==> src/hw/rtl/fjt_pkg.sv <==
// shared types, codes and character helpers for the flat json tokenizer
`timescale 1ns / 1ps
`default_nettype none
package fjt_pkg;

	typedef enum logic [3:0] {
		ST_OPEN  = 4'd0,
		ST_SKEY  = 4'd1,
		ST_KEY   = 4'd2,
		ST_COLON = 4'd3,
		ST_SVAL  = 4'd4,
		ST_STR   = 4'd5,
		ST_NUM   = 4'd6,
		ST_COMMA = 4'd7,
		ST_DONE  = 4'd8,
		ST_ERR   = 4'd9
	} stage_t;

	typedef enum logic [2:0] {
		K_KEY    = 3'd0,
		K_STR    = 3'd1,
		K_NUM    = 3'd2,
		K_PAIR   = 3'd3,
		K_ACCEPT = 3'd4,
		K_REJECT = 3'd5
	} kind_t;

	// work left for the back end by one item
	typedef struct packed {
		logic       has_tok;
		kind_t      tok_kind;
		logic [7:0] tok_ch;
		logic       tok_is_num;
		logic       has_verdict;
		logic       verdict_ok;
	} cmd_t;

	localparam int QDEPTH = 4;
	localparam int QAW = $clog2(QDEPTH);
	localparam logic [QAW:0] QFULL = (QAW + 1)'(QDEPTH);

	localparam logic [7:0] CH_LBRACE = 8'h7B;
	localparam logic [7:0] CH_RBRACE = 8'h7D;
	localparam logic [7:0] CH_QUOTE  = 8'h22;
	localparam logic [7:0] CH_COLON  = 8'h3A;
	localparam logic [7:0] CH_COMMA  = 8'h2C;
	localparam logic [7:0] CH_BSLASH = 8'h5C;
	localparam logic [7:0] CH_DOT    = 8'h2E;

	function automatic logic is_ws(input logic [7:0] c);
		return (c == 8'h20) || (c >= 8'h09 && c <= 8'h0D);
	endfunction

	function automatic logic is_digit(input logic [7:0] c);
		return (c >= 8'h30) && (c <= 8'h39);
	endfunction

endpackage
`default_nettype wire

==> src/hw/rtl/flat_json_object_tokenizer_core.sv <==
// top level of the flat json object tokenizer
`timescale 1ns / 1ps
`default_nettype none
// Takes one character per cycle while full is low, through a push/full queue interface, and hands
// out key, string and number characters, pair-complete marks and an accept or reject verdict
// through an empty/pop queue interface. The syntax state machine decides each character
// combinationally as it is taken, so a new item is taken every clock while the 4-entry command
// queue has room; an item that both carries a token and ends the text yields two results, which
// the output side delivers one after the other from its output register. A pushed item passes
// through the command queue and the output register before its first result shows.
module flat_json_object_tokenizer_core
	import fjt_pkg::*;
(
	input  wire logic       clk,
	input  wire logic       arst_n,
	input  wire logic       push,
	output logic            full,
	input  wire logic [7:0] ch,
	input  wire logic       end_of_text,
	output logic            empty,
	input  wire logic       pop,
	output logic [2:0]      kind,
	output logic [7:0]      ch_out,
	output logic            pair_is_number,
	output logic            last
);

	cmd_t wr_cmd;
	cmd_t rd_cmd;
	logic q_push;
	logic q_pop;
	logic q_empty;

	fjt_front u_front (
		.clk         (clk),
		.arst_n      (arst_n),
		.push        (push),
		.ch          (ch),
		.end_of_text (end_of_text),
		.q_full      (full),
		.q_push      (q_push),
		.q_data      (wr_cmd)
	);

	fjt_queue u_queue (
		.clk     (clk),
		.arst_n  (arst_n),
		.wr_en   (q_push),
		.wr_data (wr_cmd),
		.full    (full),
		.rd_en   (q_pop),
		.rd_data (rd_cmd),
		.empty   (q_empty)
	);

	fjt_back u_back (
		.clk            (clk),
		.arst_n         (arst_n),
		.q_empty        (q_empty),
		.q_data         (rd_cmd),
		.q_pop          (q_pop),
		.empty          (empty),
		.pop            (pop),
		.kind           (kind),
		.ch_out         (ch_out),
		.pair_is_number (pair_is_number),
		.last           (last)
	);

endmodule
`default_nettype wire

==> src/hw/rtl/fjt_front.sv <==
// front end: syntax state machine; items with a token or a verdict become commands
`timescale 1ns / 1ps
`default_nettype none
module fjt_front
	import fjt_pkg::*;
(
	input  wire logic       clk,
	input  wire logic       arst_n,
	input  wire logic       push,
	input  wire logic [7:0] ch,
	input  wire logic       end_of_text,
	input  wire logic       q_full,
	output logic            q_push,
	output cmd_t            q_data
);

	stage_t stage_q, stage_d, stage_p;
	logic   key_nonempty_q, key_nonempty_d;
	logic   prev_backslash_q, prev_backslash_d;
	logic   number_has_dot_q, number_has_dot_d;
	logic   number_has_digit_q, number_has_digit_d;
	logic   accept;
	logic   tok_valid;
	kind_t  tok_kind;
	logic [7:0] tok_ch;
	logic   tok_is_num;

	assign accept = push && !q_full;

	// next state
	always_comb begin
		stage_p            = stage_q;
		key_nonempty_d     = key_nonempty_q;
		prev_backslash_d   = prev_backslash_q;
		number_has_dot_d   = number_has_dot_q;
		number_has_digit_d = number_has_digit_q;
		unique case (stage_q)
			ST_OPEN: begin
				if (is_ws(ch)) stage_p = ST_OPEN;
				else if (ch == CH_LBRACE) stage_p = ST_SKEY;
				else stage_p = ST_ERR;
			end
			ST_SKEY: begin
				if (is_ws(ch)) stage_p = ST_SKEY;
				else if (ch == CH_QUOTE) begin
					key_nonempty_d = 1'b0;
					stage_p = ST_KEY;
				end else if (ch == CH_RBRACE) stage_p = ST_DONE;
				else stage_p = ST_ERR;
			end
			ST_KEY: begin
				if (ch == CH_QUOTE) stage_p = key_nonempty_q ? ST_COLON : ST_ERR;
				else key_nonempty_d = 1'b1;
			end
			ST_COLON: begin
				if (is_ws(ch)) stage_p = ST_COLON;
				else if (ch == CH_COLON) stage_p = ST_SVAL;
				else stage_p = ST_ERR;
			end
			ST_SVAL: begin
				if (is_ws(ch)) stage_p = ST_SVAL;
				else if (ch == CH_QUOTE) begin
					prev_backslash_d = 1'b0;
					stage_p = ST_STR;
				end else if (is_digit(ch)) begin
					number_has_dot_d   = 1'b0;
					number_has_digit_d = 1'b1;
					stage_p = ST_NUM;
				end else if (ch == CH_DOT) begin
					number_has_dot_d   = 1'b1;
					number_has_digit_d = 1'b0;
					stage_p = ST_NUM;
				end else stage_p = ST_ERR;
			end
			ST_STR: begin
				if (ch == CH_QUOTE && !prev_backslash_q) stage_p = ST_COMMA;
				prev_backslash_d = (ch == CH_BSLASH);
			end
			ST_NUM: begin
				if (is_digit(ch)) number_has_digit_d = 1'b1;
				else if (ch == CH_DOT) begin
					if (number_has_dot_q) stage_p = ST_ERR;
					else number_has_dot_d = 1'b1;
				end else if (!number_has_digit_q) stage_p = ST_ERR;
				// number ends, the same char goes through the comma search
				else if (is_ws(ch)) stage_p = ST_COMMA;
				else if (ch == CH_COMMA) stage_p = ST_SKEY;
				else if (ch == CH_RBRACE) stage_p = ST_DONE;
				else stage_p = ST_ERR;
			end
			ST_COMMA: begin
				if (is_ws(ch)) stage_p = ST_COMMA;
				else if (ch == CH_COMMA) stage_p = ST_SKEY;
				else if (ch == CH_RBRACE) stage_p = ST_DONE;
				else stage_p = ST_ERR;
			end
			ST_DONE: begin
				if (!is_ws(ch)) stage_p = ST_ERR;
			end
			default: stage_p = ST_ERR;
		endcase
		stage_d = stage_p;
		if (end_of_text) begin
			stage_d            = ST_OPEN;
			key_nonempty_d     = 1'b0;
			prev_backslash_d   = 1'b0;
			number_has_dot_d   = 1'b0;
			number_has_digit_d = 1'b0;
		end
	end

	// token outputs
	always_comb begin
		tok_valid  = 1'b0;
		tok_kind   = K_KEY;
		tok_ch     = ch;
		tok_is_num = 1'b0;
		unique case (stage_q)
			ST_KEY: begin
				if (ch != CH_QUOTE) tok_valid = 1'b1;
			end
			ST_SVAL: begin
				if (is_digit(ch) || ch == CH_DOT) begin
					tok_valid = 1'b1;
					tok_kind  = K_NUM;
				end
			end
			ST_STR: begin
				tok_valid = 1'b1;
				if (ch == CH_QUOTE && !prev_backslash_q) begin
					tok_kind = K_PAIR;
					tok_ch   = 8'h00;
				end else tok_kind = K_STR;
			end
			ST_NUM: begin
				if (is_digit(ch) || (ch == CH_DOT && !number_has_dot_q)) begin
					tok_valid = 1'b1;
					tok_kind  = K_NUM;
				end else if (ch != CH_DOT && number_has_digit_q) begin
					tok_valid  = 1'b1;
					tok_kind   = K_PAIR;
					tok_ch     = 8'h00;
					tok_is_num = 1'b1;
				end
			end
			default: tok_valid = 1'b0;
		endcase
	end

	always_comb begin
		q_data.has_tok     = tok_valid;
		q_data.tok_kind    = tok_kind;
		q_data.tok_ch      = tok_ch;
		q_data.tok_is_num  = tok_is_num;
		q_data.has_verdict = end_of_text;
		q_data.verdict_ok  = (stage_p == ST_DONE);
	end

	assign q_push = accept && (tok_valid || end_of_text);

	always_ff @(posedge clk or negedge arst_n) begin
		if (!arst_n) begin
			stage_q            <= ST_OPEN;
			key_nonempty_q     <= 1'b0;
			prev_backslash_q   <= 1'b0;
			number_has_dot_q   <= 1'b0;
			number_has_digit_q <= 1'b0;
		end else if (accept) begin
			stage_q            <= stage_d;
			key_nonempty_q     <= key_nonempty_d;
			prev_backslash_q   <= prev_backslash_d;
			number_has_dot_q   <= number_has_dot_d;
			number_has_digit_q <= number_has_digit_d;
		end
	end

`ifndef SYNTHESIS
	assert property (@(posedge clk) disable iff (!arst_n)
		(accept && end_of_text) |=> (stage_q == ST_OPEN))
		else $error("state not cleared after end of text");
`endif

endmodule
`default_nettype wire

==> src/hw/rtl/fjt_queue.sv <==
// command queue between front and back ends
`timescale 1ns / 1ps
`default_nettype none
module fjt_queue
	import fjt_pkg::*;
(
	input  wire logic clk,
	input  wire logic arst_n,
	input  wire logic wr_en,
	input  wire cmd_t wr_data,
	output logic      full,
	input  wire logic rd_en,
	output cmd_t      rd_data,
	output logic      empty
);

	cmd_t           mem_q [QDEPTH];
	logic [QAW-1:0] wr_ptr_q;
	logic [QAW-1:0] rd_ptr_q;
	logic [QAW:0]   count_q;
	logic           do_wr;
	logic           do_rd;

	assign full    = (count_q == QFULL);
	assign empty   = (count_q == '0);
	assign do_wr   = wr_en && !full;
	assign do_rd   = rd_en && !empty;
	assign rd_data = mem_q[rd_ptr_q];

	always_ff @(posedge clk) begin
		if (do_wr) mem_q[wr_ptr_q] <= wr_data;
	end

	always_ff @(posedge clk or negedge arst_n) begin
		if (!arst_n) begin
			wr_ptr_q <= '0;
			rd_ptr_q <= '0;
			count_q  <= '0;
		end else begin
			if (do_wr) wr_ptr_q <= wr_ptr_q + 1'b1;
			if (do_rd) rd_ptr_q <= rd_ptr_q + 1'b1;
			if (do_wr && !do_rd) count_q <= count_q + 1'b1;
			else if (do_rd && !do_wr) count_q <= count_q - 1'b1;
		end
	end

`ifndef SYNTHESIS
	assert property (@(posedge clk) disable iff (!arst_n) count_q <= QFULL)
		else $error("queue count overflow");
	assert property (@(posedge clk) disable iff (!arst_n)
		(do_wr && !do_rd) |=> (count_q == $past(count_q) + 1'b1))
		else $error("queue count missed a write");
`endif

endmodule
`default_nettype wire

==> src/hw/rtl/fjt_back.sv <==
// back end: unpacks each command into one or two result items
`timescale 1ns / 1ps
`default_nettype none
module fjt_back
	import fjt_pkg::*;
(
	input  wire logic  clk,
	input  wire logic  arst_n,
	input  wire logic  q_empty,
	input  wire cmd_t  q_data,
	output logic       q_pop,
	output logic       empty,
	input  wire logic  pop,
	output logic [2:0] kind,
	output logic [7:0] ch_out,
	output logic       pair_is_number,
	output logic       last
);

	cmd_t  cur_q;
	logic  cur_valid_q;
	logic  phase_q;
	logic  show_verdict;
	logic  take;
	logic  finish;
	logic  load;
	kind_t kind_sel;

	assign show_verdict = phase_q || !cur_q.has_tok;
	assign kind_sel = show_verdict ? (cur_q.verdict_ok ? K_ACCEPT : K_REJECT) : cur_q.tok_kind;
	assign kind = kind_sel;
	assign ch_out = show_verdict ? 8'h00 : cur_q.tok_ch;
	assign pair_is_number = show_verdict ? 1'b0 : cur_q.tok_is_num;
	assign last = show_verdict || !cur_q.has_verdict;
	assign empty = !cur_valid_q;

	assign take   = cur_valid_q && pop;
	assign finish = take && last;
	assign load   = !cur_valid_q || finish;
	assign q_pop  = load && !q_empty;

	always_ff @(posedge clk) begin
		if (q_pop) cur_q <= q_data;
	end

	always_ff @(posedge clk or negedge arst_n) begin
		if (!arst_n) begin
			cur_valid_q <= 1'b0;
			phase_q     <= 1'b0;
		end else begin
			if (q_pop) cur_valid_q <= 1'b1;
			else if (finish) cur_valid_q <= 1'b0;
			if (load) phase_q <= 1'b0;
			else if (take) phase_q <= 1'b1;
		end
	end

`ifndef SYNTHESIS
	assert property (@(posedge clk) disable iff (!arst_n)
		(!empty && (kind_sel == K_ACCEPT || kind_sel == K_REJECT)) |-> last)
		else $error("verdict item not marked last");
	assert property (@(posedge clk) disable iff (!arst_n)
		(!empty && !(kind_sel == K_KEY || kind_sel == K_STR || kind_sel == K_NUM))
		|-> (ch_out == 8'h00))
		else $error("nonzero char on a mark item");
	assert property (@(posedge clk) disable iff (!arst_n)
		phase_q |-> (cur_valid_q && cur_q.has_tok && cur_q.has_verdict))
		else $error("second phase without a two-item command");
`endif

endmodule
`default_nettype wire

==> config.mk <==
export PLATFORM = sky130hd
export DESIGN_NAME = flat_json_object_tokenizer_core
export DESIGN_NICKNAME = d
export VERILOG_FILES = /design/src/hw/rtl/fjt_pkg.sv /design/src/hw/rtl/flat_json_object_tokenizer_core.sv /design/src/hw/rtl/fjt_front.sv /design/src/hw/rtl/fjt_queue.sv /design/src/hw/rtl/fjt_back.sv
export SDC_FILE = /design/constraint.sdc
export NUM_CORES = 1
export LEC_CHECK = 0
export BUFFER_PORTS_ARGS = -buffer_cell sky130_fd_sc_hd__buf_2
export CAP_MARGIN = 10
export CORE_AREA = 2 2 104 146
export CTS_BUF_LIST = sky130_fd_sc_hd__clkbuf_8 sky130_fd_sc_hd__clkbuf_16
export DETAILED_ROUTE_END_ITERATION = 8
export DIE_AREA = 0 0 106 148
export GPL_TIMING_DRIVEN = 0
export PLACE_DENSITY = 0.41
export SLEW_MARGIN = 20
export SYNTH_ARGS = -nofsm -noshare
export SYNTH_HDL_FRONTEND = slang
export SYNTH_SLANG_ARGS = --single-unit
==> constraint.sdc <==
create_clock -name clk -period 3.2 [get_ports clk]
set_clock_uncertainty 0.15 [all_clocks]
set_input_delay 0.16 -clock clk [delete_from_list [all_inputs] [get_ports clk]]
set_output_delay 0.16 -clock clk [all_outputs]
set_load 0.03 [all_outputs]
# == Word-level counts from Yosys, hierarchy flattened ==
# Memory sizes are Yosys's and may differ from the RTL's. A register that Yosys moved wholly into a read port is not among the register bits.
# Cells that the tools add are included.
# Widths: inputs -> output; s select.
# totals
ram_bits,60
register_bits,17
n_memories,1
wordCells,162
# classes
add_sub_neg,4
mux,72
reduce_logical,42
n_lt_le_gt_ge,4
eq_ne,29
# mem_list
name,depth,width,rd,rd_ports_with_merged_regs,wr,line_no,text
u_queue.mem_q,4,15,1,1,1,fjt_queue.sv:17,cmd_t mem_q [QDEPTH];
# ops
cell,count
$mux 4,21
$eq 8x6->1 const B,5
$pmux 4 s9,1
$mux 1,32
$mux 8,4
$eq 8x7->1 const B,3
$eq 4x3->1 const B,4
$ne 8x6->1 const B,2
$pmux 8 s2,1
$ne 3x3->1 const B,5
$logic_and 1x1->1,14
$mux 3,4
$reduce_and 5->1,2
$logic_not 1->1,9
$ne 3x2->1 const B,3
$pmux 3 s3,1
$reduce_bool 3->1,3
$eq 4x2->1 const B,2
$eq 4x4->1 const B,2
$ge 8x4->1 const B,1
$ge 8x6->1 const B,1
$le 8x4->1 const B,1
$le 8x6->1 const B,1
$pmux 1 s2,4
14 further kinds,25

# == Longest topological paths before layout ==
# Gate-level depths: netlist of the first run.
# depth
ltp_word,12
mapped_depth,12

# == Hierarchy ==
# Synthesis of the first run repeated with hierarchy kept, for this count alone.
# unflattened
cells_unflattened,338
area_unflattened_um2,4554.4
# modules_own_cells
module,instances,cells_each,area_per_inst_um2
fjt_queue,1,115,2621.3
fjt_front,1,182,1267.5
fjt_back,1,41,665.6

# == Worst setup path before layout of the first run ==
# No wires, ideal clock.
# synth_path
path_kind,register to register
from,"reg, netlist name u_back.cur_q[14]"
to,reg u_queue.count_q[1]
path_stages_with_launch,10
arrival_time_ns,2.806
path_slack_ns,0.119
t_required_ns,2.925
period_less_slack_ns,3.081
cell_sequence,edfxtp_1 > nor2b_1 > nand2_1 > nand2_1 > a21oi_1 > inv_1 > ha_1 > inv_1 > fa_1 > mux2_2
# synth_via
elab_chain_cells,10
word_cells_on_any_way,12
classes_between,mux: 1; reduce/logical: 11
# synth_rtl
item,line_no,text
$logic_not 1->1 (*),fjt_back.sv:29,assign show_verdict = phase_q || !cur_q.has_tok;
$logic_or 1x1->1 (*),fjt_back.sv:29,
$logic_or 1x1->1 (*),fjt_back.sv:34,assign last = show_verdict || !cur_q.has_verdict;
via last,flat_json_object_tokenizer_core.sv:25,output logic last
$logic_and 1x1->1 (*),fjt_back.sv:38,assign finish = take && last;
$logic_or 1x1->1 (*),fjt_back.sv:39,assign load = !cur_valid_q || finish;
$logic_and 1x1->1 (*),fjt_back.sv:40,assign q_pop = load && !q_empty;
via q_pop,flat_json_object_tokenizer_core.sv:31,logic q_pop;
$logic_and 1x1->1 (*),fjt_queue.sv:27,assign do_rd = rd_en && !empty;
$logic_not 1->1,fjt_queue.sv:42,if (do_wr && !do_rd) count_q <= count_q + 1'b1;
$logic_and 1x1->1,fjt_queue.sv:42,
$mux 3 / $reduce_bool 2->1 (equally long branches),--,
"end signal, assigned",fjt_queue.sv:42,
"end signal, assigned",fjt_queue.sv:43,else if (do_rd && !do_wr) count_q <= count_q - 1'b1;
"end, declared",fjt_queue.sv:20,logic [QAW:0] count_q;
# Mark *: on every way through the listed nets, which the timed path passes. The rest lies on a longest branch.
# A chain may end at the register's enable or synchronous reset.

# == Final worst setup path of the first run ==
# layout_path
from,reg u_front.stage_q[2]
to,reg u_queue.count_q[2]
# layout_via
elab_chain_cells,8
word_cells_on_any_way,13
classes_between,eq/ne: 4; mux: 2; reduce/logical: 7
# layout_rtl
item,line_no,text
"start, declared",fjt_front.sv:17,"stage_t stage_q, stage_d, stage_p;"
"start signal, assigned",fjt_front.sv:169,stage_q <= stage_d;
$eq 4x3->1 / $eq 4x2->1 (equally long branches),fjt_front.sv:118,unique case (stage_q)
$pmux 1 s4 (*),fjt_front.sv:118,
$logic_or 1x1->1 (*),fjt_front.sv:159,assign q_push = accept && (tok_valid || end_of_text);
$logic_and 1x1->1 (*),fjt_front.sv:159,
$logic_and 1x1->1 (*),fjt_queue.sv:26,assign do_wr = wr_en && !full;
via u_queue.do_wr,fjt_queue.sv:21,logic do_wr;
$logic_not 1->1,fjt_queue.sv:43,
$logic_and 1x1->1,fjt_queue.sv:43,
$reduce_bool 2->1 (no line),--,
# Marks and branches as above.

==> impl_results.md, run 1 <==
* Most common cell after layout, fill and taps aside: sky130_fd_sc_hd__edfxtp_1
* Detailed-routing iteration count for the pre-antenna-repair pass at 4
* Power Total at 4.25 mW
* VDD IR-drop max at 0.250 mV
* Port Buffers at 26
* H-tree depth at 3
* Wire length of the first global-routing pass at 15,000 µm
* GRT Util Overall at 0.128
* List of cells traversed by the critical path: or3b_2, a21oi_1, a21oi_2, a31oi_4, ha_1, inv_1, fa_1, xor2_1, nor2_1, xor2_1
* Met3 track utilization from global routing at 0.0256
* Number of cells traversed by the worst hold path at 4
* Fill cell instance count of the final layout at between 1,000 and 1,500
* Worst skew pair latency at 0.33 ns
* DRC errors left at 0
* Share of flip-flops with an asynchronous set or reset at 0.195
* Startpoint type of the worst setup path: flop
* Bufs on Longest Clock Path at 2
* Relative area change from synthesis to final layout at 18.7%
* Share of post-route cells with drive strength above 1 at 0.232
* CP Max Fanout at 7
* CTS tree: built
* Minimum clock period after layout at 2.94 ns
* Most common flop cell mapped by yosys: sky130_fd_sc_hd__edfxtp_1
* Worst hold path type: in -> reg
* Most used cell along the critical path: sky130_fd_sc_hd__xor2_1
* Antenna violations before repair at 0
* Routability Congestion at 0.812
* Violation count after the first detailed-routing iteration at 147
* Slowest library cell on the worst path: sky130_fd_sc_hd__or3b_2
* Per-cell via count in the routed design at approximately 4.8
* WL/cell at ~18 µm
* Syn. warnings at 0
* Final count of pins violating max slew at 0
* Slew @ Worst Pin at 0.812 ns
* Most used routing layer in global routing: met2
* Core area at 14,400 µm²
* CP Data Required Time at 3.30 ns
* Nets@finish at 359
* Routing usage on met1 at 0.146
* Avg Synthesized Cell Area at 13.8 µm²
* Largest net degree at the start of global routing at 18
* Final Core Density at 0.340
* Endpoints failing hold at 0
* Leakage dissipation at 1.75 nW
* Chip height at 148 µm
* Vias in the first global route at about 2,700
* Grt total ovfl at 0
* Type of the setup path with the least slack: reg -> reg
* Number of primary I/O pins at 28
* Number of buffers inserted during clock tree synthesis at 9
* Leading cell types in the layout, fill and taps excluded: sky130_fd_sc_hd__edfxtp_1, sky130_fd_sc_hd__buf_2, sky130_fd_sc_hd__and2_1
* Clock root buffer: sky130_fd_sc_hd__clkbuf_16
* Synth unique cells at 63
* Max_cap viols at 0
* Synth Net Count at 317
* Wire length after detailed routing at roughly 9400 µm
* Worst Path Arrival at about 3 ns
* Number of cells on the worst reg-to-reg path at 10
* Register clock-pin slew on the reported worst setup and hold paths at 0.06 ns
* Result of the run: finished clean
* Number of diodes at 0
* Sequential share of the synthesized area at 0.615
* Post-synth design cell area at 4110 µm²
* Slowest cell delay on critical path at 0.53 ns
* Horizontal extent of the die at between 100 and 150 µm
* Half-perimeter wire length after placement at 6610 µm
* Die ar. at ~16,000 µm²
* Setup violations, final at 0
* Gate count after technology mapping at 298
* Post-synth EDFFs at 70
* Sinks on the clock net at 87
* PwrDens at approximately 870 nW/µm²
* Unrepaired setup endpoints after global routing: no
* Max-slew headroom at the worst pin at 0.459
* Starting utilization of the core area at 0.286
* Count of vias placed by the detailed router at 2,551
* Number of rows in the core area at 52
* Remaining antenna violation count after routing at 0
* Met2 GRT Util at 0.227
* Sort of element at the end of the critical path: flop
* Max Clk Rate at 340 MHz
* Portion of the clock cycle consumed by the worst path in the final layout at 0.920
* Synthesized flop and latch total at between 80 and 90
## critical path: cells and delay by family, from the launching register on
kind	cells	cell delay, ns
buffers and inverters	1	0.07
AND/OR/NAND/NOR	2	0.64
XOR/XNOR	2	0.30
adder cells (fa/ha/maj)	2	0.68
AO/OA/AOI/OAI	3	0.54
flip-flops	1	0.48
## Yosys cell counts, types with 3 or more instances
cell	count	area, µm²
sky130_fd_sc_hd__ha_1	5	62.6
sky130_fd_sc_hd__buf_4	3	22.5
sky130_fd_sc_hd__nand2_1	20	75.1
sky130_fd_sc_hd__clkbuf_1	9	33.8
sky130_fd_sc_hd__nor2b_1	6	37.5
sky130_fd_sc_hd__nor2_1	14	52.6
sky130_fd_sc_hd__mux4_2	14	315
sky130_fd_sc_hd__edfxtp_1	70	2100
sky130_fd_sc_hd__nand4_1	3	18.8
sky130_fd_sc_hd__and2_1	21	131
sky130_fd_sc_hd__o21ai_0	9	45.0
sky130_fd_sc_hd__a21oi_1	12	60.1
sky130_fd_sc_hd__nand3b_1	3	22.5
sky130_fd_sc_hd__buf_2	4	20.0
sky130_fd_sc_hd__nand2b_1	5	31.3
sky130_fd_sc_hd__inv_1	9	33.8
sky130_fd_sc_hd__nor3_1	6	30.0
sky130_fd_sc_hd__o31ai_1	5	37.5
sky130_fd_sc_hd__o211ai_1	3	22.5
sky130_fd_sc_hd__xor2_1	3	26.3
sky130_fd_sc_hd__dfrtp_1	17	425
sky130_fd_sc_hd__xnor2_1	3	26.3
sky130_fd_sc_hd__nand3_1	5	25.0
## per-layer routing
metal,vias to the layer above,part of all wire
met5,-,0
met1,1233,0.41
li1,1237,-
met2,62,0.53
met4,0,0.030
met3,19,0.034
## where the power goes
group          switching [mW]  internal [mW]
sequential              0.127           1.59
combinational           0.856          0.585
clock                   0.416          0.678
total                    1.40           2.85
## registers in the layout (all words and copies together) (netlist names)
signal	flops
u_back.cur_q	14
u_back.cur_valid_q	1
u_back.phase_q	1
u_front.key_nonempty_q	1
u_front.number_has_digit_q	1
u_front.number_has_dot_q	1
u_front.prev_backslash_q	1
u_front.stage_q	4
u_queue.count_q	3
u_queue.mem_q	56
u_queue.rd_ptr_q	2
u_queue.wr_ptr_q	2
## layout make-up
class / count / area (µm²) / area share
multi-input combinational: 186 / 1510 / 0.310
buffer: 16 / 77.6 / 0.0159
clock inverter: 7 / 88.8 / 0.0182
inverter: 9 / 37.5 / 0.00769
tap: 189 / 236 / 0.0484
clock buffer: 9 / 225 / 0.0461
sequential: 87 / 2530 / 0.518
timing repair buffer: 31 / 179 / 0.0366
## logic make-up (layout without fill, tap and decap cells)
family,Yosys count,count (layout),synth area share
muxes,16,16,0.0821
DFF,87,87,0.615
xor gates and xnor gates,6,6,0.0128
and+or+nand+nor,105,105,0.151
buffers and inverters,25,72,0.0268
AOI/OAI and AO/OA,53,53,0.0925
adders and majority gates,6,6,0.0201
## metrics by stage
step	setup slack [ns]	hold slack [ns]	cells	TNS, ns	instance area [µm²]
floorplan	0.119	-0.286	298	0	4110
global placement	-0.242	-0.0104	513	-4.25	4480
detailed placement	-0.153	-0.00685	514	-2.48	4490
CTS	0.0560	0.0258	533	0	4840
global route	0.0141	0.0623	534	0	4880
finish	0.257	0.0401	534	0	4880
## path summary, 6_finish.rpt
kind                                     from                       end  slack [ns]
min in group asynchronous              arst_n        u_queue.count_q[2]        0.16
hold / removal                          ch[7]  u_front.prev_backslash_q        0.04
hold reg to reg                u_back.phase_q            u_back.phase_q        0.35
setup / recovery           u_front.stage_q[2]        u_queue.count_q[2]        0.26
setup reg to reg           u_front.stage_q[2]        u_queue.count_q[2]        0.26
max in group asynchronous              arst_n        u_front.stage_q[0]        2.43
## repair_timing
item	CTS	global route
setup buffers	0	1
endpoints found under the hold margin	22	0
gates resized for setup	1	7
setup endpoints to repair	58	58
pin swaps	0	2
hold buffers	3	0
Note: power is estimated with default switching activity, not from simulation.
==> run 2: changes to the inputs <==
--- a/config.mk
+++ b/config.mk
@@ -7,12 +7,13 @@
 export LEC_CHECK = 0
 export BUFFER_PORTS_ARGS = -buffer_cell sky130_fd_sc_hd__buf_2
 export CAP_MARGIN = 10
-export CORE_AREA = 2 2 104 146
+export CORE_AREA = 2 2 102 144
 export CTS_BUF_LIST = sky130_fd_sc_hd__clkbuf_8 sky130_fd_sc_hd__clkbuf_16
 export DETAILED_ROUTE_END_ITERATION = 8
-export DIE_AREA = 0 0 106 148
+export DIE_AREA = 0 0 104 146
 export GPL_TIMING_DRIVEN = 0
-export PLACE_DENSITY = 0.41
+export PLACE_DENSITY = 0.42
+export SETUP_SLACK_MARGIN = 0.15
 export SLEW_MARGIN = 20
 export SYNTH_ARGS = -nofsm -noshare
 export SYNTH_HDL_FRONTEND = slang
==> constraint.sdc (replaced) <==
create_clock -name clk -period 3.35 [get_ports clk]
set_clock_uncertainty 0.15 [all_clocks]
set_input_delay 0.1675 -clock clk [delete_from_list [all_inputs] [get_ports clk]]
set_output_delay 0.1675 -clock clk [all_outputs]
set_load 0.03 [all_outputs]
==> run 2 against run 1 <==
Effect of this change: critical path depth stayed put; routed wire length is 4.9% lower; non-clock buffer count is 1 lower; final cell count is 0.94% lower; cell area is 0.54% lower; sequential share of layout area is 0.28 points higher; hold slack better by 0.0018 ns; combinational power is 6% lower; core utilization is 1.3 points higher; worst setup slack better by 0.099 ns; critical path type unchanged.
==> impl_results.md, run 2 (synthesized netlist as in run 1, its figures left out) <==
* Result of the run: finished clean
* CTS tree: built
* Final worst hold slack at 0.0419 ns (+0.00176 ns)
* Detailed-routing iteration count for the pre-antenna-repair pass at 4 (unchanged)
* DRC errors left at 0 (unchanged)
* Number of diodes at 0 (unchanged)
* Core area at 13,800 µm² (-4.1%)
* Clock root buffer: sky130_fd_sc_hd__clkbuf_16
* Share of total power in combinational logic at 0.337 (-0.002)
* Antenna violations before repair at 0 (unchanged)
* Worst path bufs/invs at 1 (unchanged)
* Slew @ Worst Pin at 0.801 ns (-0.0107 ns)
* Reg-to-reg slack, setup at 0.36 ns (+0.10 ns)
* Final count of pins violating max slew at 0 (unchanged)
* Largest registers: u_queue.mem_q x56, u_back.cur_q x14, u_front.stage_q x4
* Worst Path Arrival at 3.10 ns (+0.05 ns)
* PwrDens at 827 nW/µm² (-4.9%)
* Startpoint type of the worst setup path: flop
* List of cells traversed by the critical path: nor2b_1, nor3b_2, a21oi_2, a31oi_4, ha_1, inv_1, fa_1, xor2_1, nor2_1, xor2_1
* Worst skew pair latency at 0.33 ns (about the same)
* Number of rows in the core area at 51 (-1.9%)
* Seq pwr share at 0.406 (+0.003)
* Nets@finish at 358 (-0.28%)
* Relative area change from synthesis to final layout at 18.1%
* Fraction of power spent switching nets at 0.325 (-0.00418)
* VDD IR-drop max at 0.333 mV (+33%)
* Type of the setup path with the least slack: reg -> reg
* Clock Power Share at 0.257 (about the same)
* Remaining antenna violation count after routing at 0 (unchanged)
* WL/cell at 16.9 µm (-4.0%)
* Most common cell after layout, fill and taps aside: sky130_fd_sc_hd__edfxtp_1
* Power spent charging and discharging nets at 1.31 mW (-6.6%)
* Logic depth of the worst setup path including buffers at 10 (unchanged)
* Number of buffers added for setup after CTS at 0 (unchanged)
* Unrepaired setup endpoints after global routing: no
* Count of vias placed by the detailed router at 2,575 (+0.94%)
* Worst hold path type: in -> reg
* Final Core Density at 0.352 (+0.0128)
* Sort of element at the end of the critical path: flop
* Setup violations, final at 0 (unchanged)
* CP Max Fanout at 7 (unchanged)
* Number of buffers inserted during clock tree synthesis at 9 (unchanged)
* Worst setup path start: u_front.stage_q[2]
* Vias in the first global route at 2,664 (+0.30%)
* Register clock-pin slew on the reported worst setup and hold paths at 0.06 ns (about the same)
* Die ar. at 15,200 µm² (-3.2%)
* Grt total ovfl at 0 (unchanged)
* Category of cells accounting for the largest share of critical-path delay: simple AND/OR/NAND/NOR gates
* Routability Congestion at 0.821 (+1.1%)
* Share of post-route cells with drive strength above 1 at 0.227 (-0.00514)
* Wire length of the first global-routing pass at 14,500 µm (-3.0%)
* CP Data Required Time at 3.46 ns (+0.16 ns)
* Port Buffers at 26 (unchanged)
* Max_cap viols at 0 (unchanged)
* Bufs on Longest Clock Path at 2 (unchanged)
* Portion of the clock cycle consumed by the worst path in the final layout at 0.894 (-0.0260)
* Half-perimeter wire length after placement at 6480 µm (-1.9%)
* Number of cells on the worst reg-to-reg path at 10 (unchanged)
* Chip height at 146 µm (-1.4%)
* Sinks on the clock net at 87 (unchanged)
* Per-cell via count in the routed design at 4.87 (+1.9%)
* H-tree depth at 3 (unchanged)
* Number of primary I/O pins at 28 (unchanged)
* GRT Util Overall at 0.125 (-0.00349)
* Max Clk Rate at 334 MHz (-1.7%)
* Max-slew headroom at the worst pin at 0.466 (+0.00716)
* Largest net degree at the start of global routing at 18 (unchanged)
* Int Pwr at 2.71 mW (-4.9%)
* Leakage dissipation at 1.75 nW (-0.23%)
* R2R Path End: u_queue.count_q[2]
* Register with the highest flop count: u_queue.mem_q
* Horizontal extent of the die at 104 µm (-1.9%)
* Reg2reg start: u_front.stage_q[2]
* Flip-flop count of the largest register, all copies and words added at 56 (unchanged)
* Most used cell along the critical path: sky130_fd_sc_hd__xor2_1
* Starting utilization of the core area at 0.298 (+0.0124)
* Leading cell types in the layout, fill and taps excluded: sky130_fd_sc_hd__edfxtp_1, sky130_fd_sc_hd__buf_2, sky130_fd_sc_hd__and2_1
* Endpoints failing hold at 0 (unchanged)
* Minimum clock period after layout at 2.99 ns (+0.0508 ns)
* Violation count after the first detailed-routing iteration at 123 (-16%)
* Slowest library cell on the worst path: sky130_fd_sc_hd__dfrtp_1
* CP Capture Point: u_queue.count_q[2]
* Wire length after detailed routing at 8930 µm (-4.9%)
* Slowest cell delay on critical path at 0.48 ns (-0.05 ns)
-- run 2: worst min path at each step --
| stage | start | to | slack [ns] | depth (start not counted) |
|---|---|---|---|---|
| floorplan | arst_n | u_back.cur_valid_q | -0.28 | 0 |
| global placement | arst_n | u_queue.wr_ptr_q[0] | -0.002 | 1 |
| detailed placement | arst_n | u_front.key_nonempty_q | 0.006 | 1 |
| CTS | ch[7] | u_front.prev_backslash_q | 0.03 | 4 |
| global route | ch[7] | u_front.prev_backslash_q | 0.08 | 4 |
| finish | ch[7] | u_front.prev_backslash_q | 0.04 | 4 |
-- run 2: power by group through the flow --
stage / Sequential (mW) / Clock (mW) / Combinational [mW]
2_1_floorplan: 1.61 / 0 / 1.01
3_3_place_gp: 1.65 / 0 / 1.33
3_5_place_dp: 1.65 / 0 / 1.36
4_1_cts: 1.63 / 1.06 / 1.37
5_1_grt: 1.66 / 1.10 / 1.50
6_report: 1.63 / 1.03 / 1.35
-- run 2: layer usage --
metal / up-vias / part of all wire / GRT usage
met2: 56 / 0.54 / 0.226
li1: 1219 / - / -
met4: 0 / 0.032 / 0.0703
met1: 1285 / 0.40 / 0.138
met3: 15 / 0.028 / 0.0193
met5: - / 0 / 0
-- run 2: cell type report --
class / instances / area, µm²
clock buffer: 9 / 225
sequential: 87 / 2530
clock inverter: 7 / 87.6
tap: 185 / 231
buffer: 16 / 77.6
inverter: 9 / 33.8
fill: 1402 / 8930
timing repair buffer: 30 / 171
multi-input combinational: 186 / 1500
-- run 2: what timing repair did --
item	4_1_cts	5_1_grt
endpoints found under the setup margin	58	30
gates resized for setup	1	4
hold buffers	3	0
hold endpoints to repair	22	0
-- run 2: per-stage QoR --
stage	instances	power (mW)	instance area (µm²)	setup WS [ns]	TNS (ns)
2_1_floorplan	298	2.62	4110	0.269	0
3_3_place_gp	509	2.98	4470	-0.102	-0.102
3_5_place_dp	510	3.01	4490	-0.0388	-0.0388
4_1_cts	529	4.06	4840	0.217	0
5_1_grt	529	4.26	4860	0.160	0
6_report	529	4.02	4860	0.356	0
-- run 2: worst reg2reg max path, cell delays in order, from the launching register on --
cell and delay, ns:
sky130_fd_sc_hd__dfrtp_1 0.48, sky130_fd_sc_hd__nor2b_1 0.29, sky130_fd_sc_hd__nor3b_2 0.39, sky130_fd_sc_hd__a21oi_2 0.17
sky130_fd_sc_hd__a31oi_4 0.29, sky130_fd_sc_hd__ha_1 0.24, sky130_fd_sc_hd__inv_1 0.07, sky130_fd_sc_hd__fa_1 0.42
sky130_fd_sc_hd__xor2_1 0.15, sky130_fd_sc_hd__nor2_1 0.12, sky130_fd_sc_hd__xor2_1 0.15
